$ cat config.mk
export PLATFORM = sky130hd
export DESIGN_NAME = wildcard_substring_matcher
export DESIGN_NICKNAME = d
export VERILOG_FILES = /design/src/design/wsm_pkg.sv /design/src/design/wsm_queue.sv /design/src/design/wsm_front.sv /design/src/design/wsm_phase_div.sv /design/src/design/wsm_back.sv /design/src/design/wildcard_substring_matcher.sv
export SDC_FILE = /design/constraint.sdc
export NUM_CORES = 2
export LEC_CHECK = 0
export ABC_AREA = 0
export CORE_ASPECT_RATIO = 0.9
export CORE_MARGIN = 8
export CORE_UTILIZATION = 45
export DETAILED_ROUTE_END_ITERATION = 12
export DONT_BUFFER_PORTS = 1
export PLACE_DENSITY = 0.61
export SLEW_MARGIN = 25
export SYNTH_ARGS = -nofsm -noshare
export SYNTH_HDL_FRONTEND = slang
export SYNTH_SLANG_ARGS = --single-unit
export TNS_END_PERCENT = 30
$ cat constraint.sdc
create_clock -name clock -period 19.1 [get_ports clock]
set_input_delay 0 -clock clock [delete_from_list [all_inputs] [get_ports clock]]
set_output_delay 0 -clock clock [all_outputs]
set_load 0.05 [all_outputs]
$ cat src/design/wsm_pkg.sv
`default_nettype none

package wsm_pkg;

   localparam int PATTERN_MAX_DEFAULT = 8;
   localparam int PATTERN_REG_W = 64;
   localparam int PLEN_W = 4;
   localparam int TAB_W = 7;
   localparam int POS_W = 32;
   localparam int LINE_W = 32;
   localparam int COL_W = 24;
   localparam int QUEUE_DEPTH = 2;

   localparam int CSR_DATA_W = 64;
   localparam int CSR_ADDR_W = 5;

   typedef logic [1:0] csr_index_type;
   localparam csr_index_type CSR_PATTERN_BYTES = 2'd0;
   localparam csr_index_type CSR_PATTERN_LENGTH = 2'd1;
   localparam csr_index_type CSR_IGNORE_CASE = 2'd2;
   localparam csr_index_type CSR_TAB_STOP = 2'd3;

   localparam logic [7:0] CHAR_TAB = 8'd9;
   localparam logic [7:0] CHAR_NEWLINE = 8'd10;
   localparam logic [7:0] CHAR_ANY = 8'h3F;
   localparam logic [7:0] CHAR_NON_WORD = 8'h5E;
   localparam logic [7:0] CHAR_UNDERSCORE = 8'h5F;
   localparam logic [7:0] CASE_OFFSET = 8'd32;

   localparam logic [COL_W-1:0] COL_MAX = '1;
   localparam logic [LINE_W-1:0] LINE_MAX = '1;
   localparam logic [POS_W-1:0] POS_MAX = '1;

   typedef struct packed {
      logic [7:0] data;
      logic       eof;
      logic       is_tab;
      logic       is_newline;
      logic       is_word;
   } item_type;

   typedef struct packed {
      logic             busy;
      logic             done;
      logic [TAB_W-1:0] remainder;
   } div_status_type;

   function automatic logic is_word_char(input logic [7:0] c);
      return (c >= 8'h61 && c <= 8'h7A) || (c >= 8'h41 && c <= 8'h5A) ||
             (c >= 8'h30 && c <= 8'h39) || (c == CHAR_UNDERSCORE);
   endfunction

   function automatic logic [7:0] fold_upper(input logic [7:0] c, input logic fold);
      if (fold && c >= 8'h61 && c <= 8'h7A) begin
         return c - CASE_OFFSET;
      end
      return c;
   endfunction

endpackage

`default_nettype wire

$ cat src/design/wsm_queue.sv
`default_nettype none

module wsm_queue (
   input  wire logic              clock,
   input  wire logic              reset,
   input  wire logic              push,
   input  wire wsm_pkg::item_type push_item,
   input  wire logic              pop,
   output wsm_pkg::item_type      head,
   output logic                   head_valid,
   output logic                   full
);

   localparam int DEPTH = wsm_pkg::QUEUE_DEPTH;
   localparam int PTR_W = (DEPTH > 1) ? $clog2(DEPTH) : 1;
   localparam int CNT_W = $clog2(DEPTH + 1);

   wsm_pkg::item_type entry_ff [DEPTH];
   logic [PTR_W-1:0] wr_ptr_ff, wr_ptr_in;
   logic [PTR_W-1:0] rd_ptr_ff, rd_ptr_in;
   logic [CNT_W-1:0] count_ff, count_in;

   assign head = entry_ff[rd_ptr_ff];
   assign head_valid = (count_ff != '0);
   assign full = (count_ff == CNT_W'(DEPTH));

   always_comb begin
      wr_ptr_in = wr_ptr_ff;
      rd_ptr_in = rd_ptr_ff;
      count_in = count_ff;
      if (push) begin
         wr_ptr_in = (wr_ptr_ff == PTR_W'(DEPTH - 1)) ? '0 : wr_ptr_ff + 1'b1;
      end
      if (pop) begin
         rd_ptr_in = (rd_ptr_ff == PTR_W'(DEPTH - 1)) ? '0 : rd_ptr_ff + 1'b1;
      end
      if (push && !pop) begin
         count_in = count_ff + 1'b1;
      end else if (pop && !push) begin
         count_in = count_ff - 1'b1;
      end
   end

   always_ff @(posedge clock) begin
      if (reset) begin
         wr_ptr_ff <= '0;
         rd_ptr_ff <= '0;
         count_ff <= '0;
      end else begin
         wr_ptr_ff <= wr_ptr_in;
         rd_ptr_ff <= rd_ptr_in;
         count_ff <= count_in;
      end
   end

   always_ff @(posedge clock) begin
      if (push) begin
         entry_ff[wr_ptr_ff] <= push_item;
      end
   end

endmodule

`default_nettype wire

$ cat src/design/wsm_front.sv
`default_nettype none

module wsm_front (
   input  wire logic        req_valid,
   input  wire logic [7:0]  req_data_byte,
   input  wire logic        req_end_of_file,
   input  wire logic        queue_full,
   input  wire logic        back_busy,
   output logic             req_stall,
   output logic             push,
   output wsm_pkg::item_type item
);

   assign req_stall = queue_full | back_busy;
   assign push = req_valid & ~req_stall;

   always_comb begin
      item.data = req_data_byte;
      item.eof = req_end_of_file;
      item.is_tab = (req_data_byte == wsm_pkg::CHAR_TAB);
      item.is_newline = (req_data_byte == wsm_pkg::CHAR_NEWLINE);
      item.is_word = wsm_pkg::is_word_char(req_data_byte);
   end

endmodule

`default_nettype wire

$ cat src/design/wsm_phase_div.sv
`default_nettype none

// remainder of dividend / divisor, one quotient bit per cycle
module wsm_phase_div (
   input  wire logic                      clock,
   input  wire logic                      reset,
   input  wire logic                      start,
   input  wire logic [wsm_pkg::COL_W-1:0] dividend,
   input  wire logic [wsm_pkg::TAB_W-1:0] divisor,
   output wsm_pkg::div_status_type        status
);

   localparam int N = wsm_pkg::COL_W;
   localparam int W = wsm_pkg::TAB_W;
   localparam int CNT_W = $clog2(N + 1);

   logic [CNT_W-1:0] count_ff, count_in;
   logic             done_ff, done_in;
   logic [N-1:0]     dvd_ff, dvd_in;
   logic [W-1:0]     rem_ff, rem_in;
   logic [W:0]       trial;

   always_comb begin
      trial = {rem_ff, dvd_ff[N-1]};
      count_in = count_ff;
      dvd_in = dvd_ff;
      rem_in = rem_ff;
      done_in = 1'b0;
      if (start) begin
         count_in = CNT_W'(N);
         dvd_in = dividend;
         rem_in = '0;
      end else if (count_ff != '0) begin
         count_in = count_ff - 1'b1;
         dvd_in = {dvd_ff[N-2:0], 1'b0};
         rem_in = (trial >= {1'b0, divisor}) ? W'(trial - {1'b0, divisor}) : W'(trial);
         done_in = (count_ff == CNT_W'(1));
      end
   end

   always_ff @(posedge clock) begin
      if (reset) begin
         count_ff <= '0;
         done_ff <= 1'b0;
      end else begin
         count_ff <= count_in;
         done_ff <= done_in;
      end
   end

   always_ff @(posedge clock) begin
      dvd_ff <= dvd_in;
      rem_ff <= rem_in;
   end

   assign status.busy = (count_ff != '0);
   assign status.done = done_ff;
   assign status.remainder = rem_ff;

endmodule

`default_nettype wire

$ cat src/design/wsm_back.sv
`default_nettype none

module wsm_back #(
   parameter int PATTERN_MAX = wsm_pkg::PATTERN_MAX_DEFAULT
) (
   input  wire logic                              clock,
   input  wire logic                              reset,
   input  wire wsm_pkg::item_type                 item,
   input  wire logic                              item_valid,
   output logic                                   item_pop,
   input  wire logic [wsm_pkg::PATTERN_REG_W-1:0] pattern_bytes,
   input  wire logic [wsm_pkg::PLEN_W-1:0]        pattern_length,
   input  wire logic                              ignore_case,
   input  wire logic [wsm_pkg::TAB_W-1:0]         tab_stop,
   input  wire logic                              tab_start,
   output logic                                   busy,
   output logic                                   rsp_valid,
   input  wire logic                              rsp_stall,
   output logic [wsm_pkg::POS_W-1:0]              rsp_match_position,
   output logic [wsm_pkg::LINE_W-1:0]             rsp_match_line,
   output logic [wsm_pkg::COL_W-1:0]              rsp_match_column
);

   localparam int IDX_W = (PATTERN_MAX > 1) ? $clog2(PATTERN_MAX) : 1;
   localparam int PLEN_W = wsm_pkg::PLEN_W;
   localparam int TAB_W = wsm_pkg::TAB_W;
   localparam int POS_W = wsm_pkg::POS_W;
   localparam int LINE_W = wsm_pkg::LINE_W;
   localparam int COL_W = wsm_pkg::COL_W;

   // sliding window, entry k = byte received k items ago
   logic [7:0]        win_byte_ff [PATTERN_MAX];
   logic              win_word_ff [PATTERN_MAX];
   logic [LINE_W-1:0] win_line_ff [PATTERN_MAX];
   logic [COL_W-1:0]  win_col_ff  [PATTERN_MAX];
   logic [7:0]        nw_byte [PATTERN_MAX];
   logic              nw_word [PATTERN_MAX];
   logic [LINE_W-1:0] nw_line [PATTERN_MAX];
   logic [COL_W-1:0]  nw_col  [PATTERN_MAX];

   logic [POS_W-1:0]  pos_ff, pos_in;
   logic [LINE_W-1:0] line_ff, line_in;
   logic [COL_W-1:0]  col_ff, col_in;
   logic [TAB_W-1:0]  phase_ff, phase_in;    // col_ff mod tab while col_ff below max

   logic              rsp_valid_ff, rsp_valid_in;
   logic [POS_W-1:0]  rsp_pos_ff;
   logic [LINE_W-1:0] rsp_line_ff;
   logic [COL_W-1:0]  rsp_col_ff;

   wsm_pkg::div_status_type div_status;

   logic [PLEN_W-1:0] plen_clip;
   logic [IDX_W-1:0]  len_m1;
   logic [TAB_W-1:0]  tab_eff;
   logic [TAB_W-1:0]  tab_adv;
   logic [COL_W:0]    tab_sum;
   logic [COL_W-1:0]  col_rec;
   logic [LINE_W-1:0] line_rec;
   logic [TAB_W-1:0]  phase_base;
   logic [TAB_W:0]    phase_inc;
   logic              cmp_ok;
   logic              hit;
   logic [7:0]        pc;
   logic [7:0]        dc;
   logic              dw;
   logic [IDX_W-1:0]  idx;

   wsm_phase_div u_phase_div (
      .clock    (clock),
      .reset    (reset),
      .start    (tab_start),
      .dividend (col_ff),
      .divisor  (tab_eff),
      .status   (div_status)
   );

   assign busy = div_status.busy;
   assign item_pop = item_valid & ~div_status.busy & ~div_status.done &
                     (~rsp_valid_ff | ~rsp_stall);

   always_comb begin
      if (pattern_length == '0) begin
         plen_clip = PLEN_W'(1);
      end else if (pattern_length > PLEN_W'(PATTERN_MAX)) begin
         plen_clip = PLEN_W'(PATTERN_MAX);
      end else begin
         plen_clip = pattern_length;
      end
      len_m1 = IDX_W'(plen_clip - PLEN_W'(1));
   end

   assign tab_eff = (tab_stop == '0) ? TAB_W'(1) : tab_stop;
   assign tab_adv = tab_eff - phase_ff;
   assign tab_sum = {1'b0, col_ff} + (COL_W + 1)'(tab_adv);

   always_comb begin
      if (item.is_tab) begin
         col_rec = tab_sum[COL_W] ? wsm_pkg::COL_MAX : tab_sum[COL_W-1:0];
         phase_base = '0;
      end else if (item.is_newline) begin
         col_rec = '0;
         phase_base = '0;
      end else begin
         col_rec = col_ff;
         phase_base = phase_ff;
      end
      if (item.is_newline && line_ff != wsm_pkg::LINE_MAX) begin
         line_rec = line_ff + 1'b1;
      end else begin
         line_rec = line_ff;
      end
      phase_inc = {1'b0, phase_base} + (TAB_W + 1)'(1);
   end

   always_comb begin
      nw_byte[0] = item.data;
      nw_word[0] = item.is_word;
      nw_line[0] = line_rec;
      nw_col[0] = col_rec;
      for (int k = 1; k < PATTERN_MAX; k++) begin
         nw_byte[k] = win_byte_ff[k-1];
         nw_word[k] = win_word_ff[k-1];
         nw_line[k] = win_line_ff[k-1];
         nw_col[k] = win_col_ff[k-1];
      end
   end

   always_comb begin
      cmp_ok = 1'b1;
      pc = '0;
      dc = '0;
      dw = 1'b0;
      idx = '0;
      for (int j = 0; j < PATTERN_MAX; j++) begin
         if (IDX_W'(j) <= len_m1) begin
            idx = len_m1 - IDX_W'(j);
            pc = pattern_bytes[8*j +: 8];
            dc = nw_byte[idx];
            dw = nw_word[idx];
            if (!((pc == wsm_pkg::CHAR_ANY) ||
                  (pc == wsm_pkg::CHAR_NON_WORD && !dw) ||
                  (wsm_pkg::fold_upper(dc, ignore_case) ==
                   wsm_pkg::fold_upper(pc, ignore_case)))) begin
               cmp_ok = 1'b0;
            end
         end
      end
      hit = cmp_ok && (pos_ff >= POS_W'(len_m1));
   end

   always_comb begin
      pos_in = pos_ff;
      line_in = line_ff;
      col_in = col_ff;
      phase_in = phase_ff;
      if (div_status.done) begin
         phase_in = div_status.remainder;
      end else if (item_pop) begin
         if (item.eof) begin
            pos_in = '0;
            line_in = '0;
            col_in = '0;
            phase_in = '0;
         end else begin
            pos_in = (pos_ff == wsm_pkg::POS_MAX) ? pos_ff : pos_ff + 1'b1;
            line_in = line_rec;
            col_in = (col_rec == wsm_pkg::COL_MAX) ? col_rec : col_rec + 1'b1;
            phase_in = (phase_inc == {1'b0, tab_eff}) ? '0 : phase_inc[TAB_W-1:0];
         end
      end
   end

   always_comb begin
      rsp_valid_in = rsp_valid_ff;
      if (item_pop) begin
         rsp_valid_in = hit;
      end else if (!rsp_stall) begin
         rsp_valid_in = 1'b0;
      end
   end

   always_ff @(posedge clock) begin
      if (reset) begin
         pos_ff <= '0;
         line_ff <= '0;
         col_ff <= '0;
         phase_ff <= '0;
         rsp_valid_ff <= 1'b0;
      end else begin
         pos_ff <= pos_in;
         line_ff <= line_in;
         col_ff <= col_in;
         phase_ff <= phase_in;
         rsp_valid_ff <= rsp_valid_in;
      end
   end

   always_ff @(posedge clock) begin
      if (item_pop) begin
         for (int k = 0; k < PATTERN_MAX; k++) begin
            win_byte_ff[k] <= nw_byte[k];
            win_word_ff[k] <= nw_word[k];
            win_line_ff[k] <= nw_line[k];
            win_col_ff[k] <= nw_col[k];
         end
      end
      if (item_pop && hit) begin
         rsp_pos_ff <= (pos_ff == wsm_pkg::POS_MAX) ? pos_ff : pos_ff - POS_W'(len_m1);
         rsp_line_ff <= nw_line[len_m1];
         rsp_col_ff <= nw_col[len_m1];
      end
   end

   assign rsp_valid = rsp_valid_ff;
   assign rsp_match_position = rsp_pos_ff;
   assign rsp_match_line = rsp_line_ff;
   assign rsp_match_column = rsp_col_ff;

endmodule

`default_nettype wire

$ cat src/design/wildcard_substring_matcher.sv
`default_nettype none

// Wildcard substring matcher. Bytes of a file arrive one per transaction on the req_ channel;
// each time the newest pattern_length bytes match the pattern ('?' any byte, '^' any byte
// that is not a letter, digit or underscore, optional case folding) one transaction with the
// start byte's position, line and tab-expanded column leaves on the rsp_ channel from a
// response register once the completing byte has passed the queue. A two-entry queue
// separates the input side from the matching datapath, so one byte per cycle is sustained
// while no result stalls and no remainder runs; a stalled result does not stop input until
// the queue fills. Column tracking keeps the position within the tab stop incrementally;
// writing tab_stop starts a bit-serial remainder over the 24-bit column that rebuilds it,
// and input is held until it is done. end_of_file on a byte clears the position, line and
// column after that byte. Registers sit on a 64-bit APB port at byte address 8 * index.
module wildcard_substring_matcher #(
   parameter int PATTERN_MAX = wsm_pkg::PATTERN_MAX_DEFAULT
) (
   input  wire logic                                clock,
   input  wire logic                                reset,
   input  wire logic                                req_valid,
   output logic                                     req_stall,
   input  wire logic [7:0]                          req_data_byte,
   input  wire logic                                req_end_of_file,
   output logic                                     rsp_valid,
   input  wire logic                                rsp_stall,
   output logic [wsm_pkg::POS_W-1:0]                rsp_match_position,
   output logic [wsm_pkg::LINE_W-1:0]               rsp_match_line,
   output logic [wsm_pkg::COL_W-1:0]                rsp_match_column,
   input  wire logic                                csr_psel,
   input  wire logic                                csr_penable,
   input  wire logic                                csr_pwrite,
   input  wire logic [wsm_pkg::CSR_ADDR_W-1:0]      csr_paddr,
   input  wire logic [wsm_pkg::CSR_DATA_W-1:0]      csr_pwdata,
   output logic [wsm_pkg::CSR_DATA_W-1:0]           csr_prdata,
   output logic                                     csr_pready
);

   localparam int DATA_W = wsm_pkg::CSR_DATA_W;

   logic [wsm_pkg::PATTERN_REG_W-1:0] pattern_bytes_ff, pattern_bytes_in;
   logic [wsm_pkg::PLEN_W-1:0]        pattern_length_ff, pattern_length_in;
   logic                              ignore_case_ff, ignore_case_in;
   logic [wsm_pkg::TAB_W-1:0]         tab_stop_ff, tab_stop_in;
   logic                              tab_start_ff, tab_start_in;

   wsm_pkg::csr_index_type csr_index;
   logic                   csr_write;

   wsm_pkg::item_type front_item;
   wsm_pkg::item_type queue_head;
   logic              front_push;
   logic              queue_valid;
   logic              queue_full;
   logic              queue_pop;
   logic              back_busy;
   logic              input_hold;

   assign csr_pready = 1'b1;
   assign csr_index = csr_paddr[wsm_pkg::CSR_ADDR_W-1:3];
   assign csr_write = csr_psel & csr_penable & csr_pwrite;

   always_comb begin
      pattern_bytes_in = pattern_bytes_ff;
      pattern_length_in = pattern_length_ff;
      ignore_case_in = ignore_case_ff;
      tab_stop_in = tab_stop_ff;
      tab_start_in = 1'b0;
      if (csr_write) begin
         unique case (csr_index)
            wsm_pkg::CSR_PATTERN_BYTES: begin
               pattern_bytes_in = csr_pwdata[wsm_pkg::PATTERN_REG_W-1:0];
            end
            wsm_pkg::CSR_PATTERN_LENGTH: begin
               pattern_length_in = csr_pwdata[wsm_pkg::PLEN_W-1:0];
            end
            wsm_pkg::CSR_IGNORE_CASE: begin
               ignore_case_in = csr_pwdata[0];
            end
            wsm_pkg::CSR_TAB_STOP: begin
               tab_stop_in = csr_pwdata[wsm_pkg::TAB_W-1:0];
               tab_start_in = 1'b1;
            end
            default: begin
            end
         endcase
      end
   end

   always_comb begin
      unique case (csr_index)
         wsm_pkg::CSR_PATTERN_BYTES:  csr_prdata = DATA_W'(pattern_bytes_ff);
         wsm_pkg::CSR_PATTERN_LENGTH: csr_prdata = DATA_W'(pattern_length_ff);
         wsm_pkg::CSR_IGNORE_CASE:    csr_prdata = DATA_W'(ignore_case_ff);
         wsm_pkg::CSR_TAB_STOP:       csr_prdata = DATA_W'(tab_stop_ff);
         default:                     csr_prdata = '0;
      endcase
   end

   always_ff @(posedge clock) begin
      if (reset) begin
         pattern_bytes_ff <= '0;
         pattern_length_ff <= wsm_pkg::PLEN_W'(1);
         ignore_case_ff <= 1'b1;
         tab_stop_ff <= wsm_pkg::TAB_W'(4);
         tab_start_ff <= 1'b0;
      end else begin
         pattern_bytes_ff <= pattern_bytes_in;
         pattern_length_ff <= pattern_length_in;
         ignore_case_ff <= ignore_case_in;
         tab_stop_ff <= tab_stop_in;
         tab_start_ff <= tab_start_in;
      end
   end

   assign input_hold = back_busy | tab_start_ff;

   wsm_front u_front (
      .req_valid       (req_valid),
      .req_data_byte   (req_data_byte),
      .req_end_of_file (req_end_of_file),
      .queue_full      (queue_full),
      .back_busy       (input_hold),
      .req_stall       (req_stall),
      .push            (front_push),
      .item            (front_item)
   );

   wsm_queue u_queue (
      .clock      (clock),
      .reset      (reset),
      .push       (front_push),
      .push_item  (front_item),
      .pop        (queue_pop),
      .head       (queue_head),
      .head_valid (queue_valid),
      .full       (queue_full)
   );

   wsm_back #(
      .PATTERN_MAX (PATTERN_MAX)
   ) u_back (
      .clock              (clock),
      .reset              (reset),
      .item               (queue_head),
      .item_valid         (queue_valid),
      .item_pop           (queue_pop),
      .pattern_bytes      (pattern_bytes_ff),
      .pattern_length     (pattern_length_ff),
      .ignore_case        (ignore_case_ff),
      .tab_stop           (tab_stop_ff),
      .tab_start          (tab_start_ff),
      .busy               (back_busy),
      .rsp_valid          (rsp_valid),
      .rsp_stall          (rsp_stall),
      .rsp_match_position (rsp_match_position),
      .rsp_match_line     (rsp_match_line),
      .rsp_match_column   (rsp_match_column)
   );

endmodule

`default_nettype wire
==> impl_metrics.toml <==
[outcome]
status = "finished, final reports clean"

[placed_design]
dp_hpwl_um = 74600
place.port_buffers = 0
gp_congestion = 0.919
place_ws_ps = 11400
post_dp_cell_area_um2 = 41000

[route]
ant_nets = 0
dr.pass1.iters = 6
drc = 0
drt-initial-drc-count = 2748
vias = 28500
post_drt_wl_per_cell_um = 24.2
wl_um = 112000
via_per_inst = 6.16

[clock_network]
clk-insertion-delay-late_ps = 660
clk_pin_slew_ps = 60
cts-root-buf = "clkbuf_16"
cts-htree-levels = 3
cts.sinks = 782
cts_buffers = 83
clockBufferDepth = 3
cts_tree = "yes"
cts_resized = 0

[cells_and_area]
final_area_um2 = 45000
area_delta_synth_final_pct = 13.0
drive_gt1_share_pct = 13.8
fin_nets = 3525

[synth]
async_reset_ff_share_pct = 0
synth_cell_types = 109
yosysTopAreaCellShare_pct = 44.5
synth_edf_count = 591
synth.avg_cell_area_um2 = 11.9
synth_flop_cell = "edfxtp_1"
yosys.cell_count.top_type = "edfxtp_1"
synth_fp_nets = 3485
synth_top_area_cell = "edfxtp_1"
post_synth_most_frequent_cells = "edfxtp_1, nand2_1, nor2_1, dfxtp_1, a21oi_1"
ys.warnings.count = 0
synth_area_um2 = 39900
synth_area_leaders = "edfxtp_1, dfxtp_1, mux4_2"
yosysSeqAreaShare_pct = 54.1
synth-seq-cells = 782
netlist_instances = 3343

[power]
p_leak_nw = 15.3
p_int_w = 0.00357
pwr-share-seq_pct = 47.7
swShare_pct = 29.5
ir_drop_mv = 0.0797
combPwrFrac_pct = 19.1
power.share.clock_pct = 33.2
powerDensity_nw_per_um2 = 112
switchingPower_w = 0.00149

[sta]
post-route-period-util_pct = 40.4
setup_violations = 0
slew_viol_final = 0
tightest_slew_ps = 1070
relSlewSlack_pct = 27.9
skew_ps = 28.2
rsz0062_at_grt = "no"
clock.fmax_mhz = 130
finalWorstSetupSlack_ps = 11380
fin_crit_ps = 7720
hold_viol_final = 0
tns_ps = 0

[global_route]
antenna_found_initial = 4
track_usage_pct = 22.0
grt_pass1_vias = 28100
grt_max_degree = 156
grt_first_pass_wirelength_um = 171000
overflow = 0

[setup_path]
crit_top_cell = "buf_4"
crit_fanout = 56
crit_family = "buffers and inverters"
cpPeakStageDelay_ps = 670
endpoint_kind = "register"
path_cells = "buf_4, o21ba_2, nor2_4, inv_4, ha_2, xnor2_2, buf_4, ha_1, buf_4, mux4_2, mux2i_1, a211oi_1, or3_1, o311ai_1, o2111ai_1, and4bb_1, o2111ai_1, inv_4, buf_4"
crit_arrival_ps = 8000
crit_required_ps = 19380
startpoint_type = "register"
criticalPathCategory = "register to register"
crit_buf_inv = 6
cp_slowest_cell = "buf_4"

[floorplan]
die_y_um = 298
io-pin-count = 240
initial_core_util_pct = 45.4
dieArea_um2 = 98300
coreArea_um2 = 87800
rows = 103
die_w_um = 330

[min_path]
hold_path.class = "input port to register"

[job]
max_cap_viol_count = 0
==> per-layer routing <==
| layer | global-route usage (%) | wire length (µm) |
|---|---|---|
| met5 | 0 | 0 |
| met4 | 6.60 | 3070 |
| met1 | 31.4 | 49500 |
| met3 | 4.12 | 7710 |
| met2 | 34.2 | 51500 |
==> per-stage QoR <==
stage | power [W] | hold slack [ps] | util, % | instances
detailed placement | 0.00338 | 99.1 | 46.7 | 4340
floorplan | 0.00321 | 98.9 | - | 3343
finish | 0.00506 | 45.2 | 51.3 | 4616
global route | 0.00529 | 33.4 | 51.3 | 4610
CTS | 0.00510 | 9.19 | 51.2 | 4606
global placement | 0.00333 | 99.1 | 46.6 | 4338
==> power by group through the flow <==
stage,sequential [W],combinational [W],clock [W]
finish,0.00241,0.000969,0.00168
global route,0.00245,0.00105,0.00179
CTS,0.00241,0.000961,0.00172
floorplan,0.00252,0.000693,0
global placement,0.00242,0.000904,0
detailed placement,0.00244,0.000937,0
==> area by class of cell <==
class | count | area, µm²
antenna | 8 | 20.0
clock buffer | 100 | 2250
clock inverter | 55 | 608
fill | 7372 | 42700
inverter | 83 | 334
multi-input combinational | 2278 | 17300
sequential | 782 | 21600
tap | 1155 | 1450
timing repair buffer | 155 | 1520
==> cell usage in the layout, fill, tap and decap left out, types with 18 or more instances in the layout <==
cell,synthesis,final
o21ai_1,22,25
a211oi_1,19,19
nand2_1,447,447
inv_1,78,75
nand4_1,39,39
dfxtp_1,191,189
nand2b_1,33,33
xor2_1,82,82
nor3_2,1,21
a21oi_1,166,166
o21ai_0,80,77
edfxtp_1,591,591
xnor2_1,117,116
and2_1,52,52
buf_4,5,39
o22ai_1,18,18
a31oi_1,24,24
a22oi_1,36,36
mux2i_1,91,91
dlygate4sd3_1,0,111
mux2_2,50,50
nand3_1,83,83
mux4_2,161,161
nor3_1,80,60
ha_1,53,52
clkbuf_16,0,86
or3_1,24,23
nor4_1,23,23
nor2_1,200,198
and3_1,36,36
==> worst min-delay path, stage by stage <==
cell	delay [ps]
dlygate4sd3_1	530
nand2_1	60
a21oi_1	50
==> registers in the layout (all words and copies together), names as in the netlist, 5 cells and up, named ones only <==
signal and flops:
u_back.win_line_ff 224, u_back.win_col_ff 168, pattern_bytes_ff 64, u_back.win_byte_ff 56, u_back.line_ff 32, u_back.pos_ff 32
u_back.rsp_match_line 32, u_back.rsp_match_position 32, u_back.col_ff 24, u_back.rsp_match_column 24, u_back.u_phase_div.dvd_ff 24, u_queue.entry_ff 24
tab_stop_ff 7, u_back.phase_ff 7, u_back.u_phase_div.rem_ff 7, u_back.win_word_ff 7, u_back.u_phase_div.count_ff 5
==> cell families after synthesis <==
kind of cell	count (synthesis)	share of synthesized area, %
fa+ha+maj	57	1.87
simple gates	1138	14.0
buf+inv	283	2.90
other cells	1	0.00941
flops	782	54.1
xor+xnor	200	4.43
mux	308	13.0
compound gates	574	9.68
==> timing repair <==
| action | in CTS | in global routing |
|---|---|---|
| setup buffers | 0 | 0 |
| hold buffers | 111 | 1 |
| hold endpoints to repair | 190 | 29 |
==> final timing paths <==
| kind | from | end | slack (ps) | cells past startpoint |
|---|---|---|---|---|
| min reg2reg | u_back.win_col_ff[0][52]$_DFFE_PP_ | u_back.win_col_ff[0][76]$_DFFE_PP_ | 440 | 0 |
| max reg2reg | pattern_length_ff[2]$_SDFFE_PP0P_ | u_back.rsp_match_line[11]$_DFFE_PP_ | 11380 | 19 |
| min | csr_pwdata[26] | pattern_bytes_ff[26]$_SDFFE_PP0P_ | 50 | 3 |
| max | pattern_length_ff[2]$_SDFFE_PP0P_ | u_back.rsp_match_line[11]$_DFFE_PP_ | 11380 | 19 |
Power figures use the tool's default switching activity.
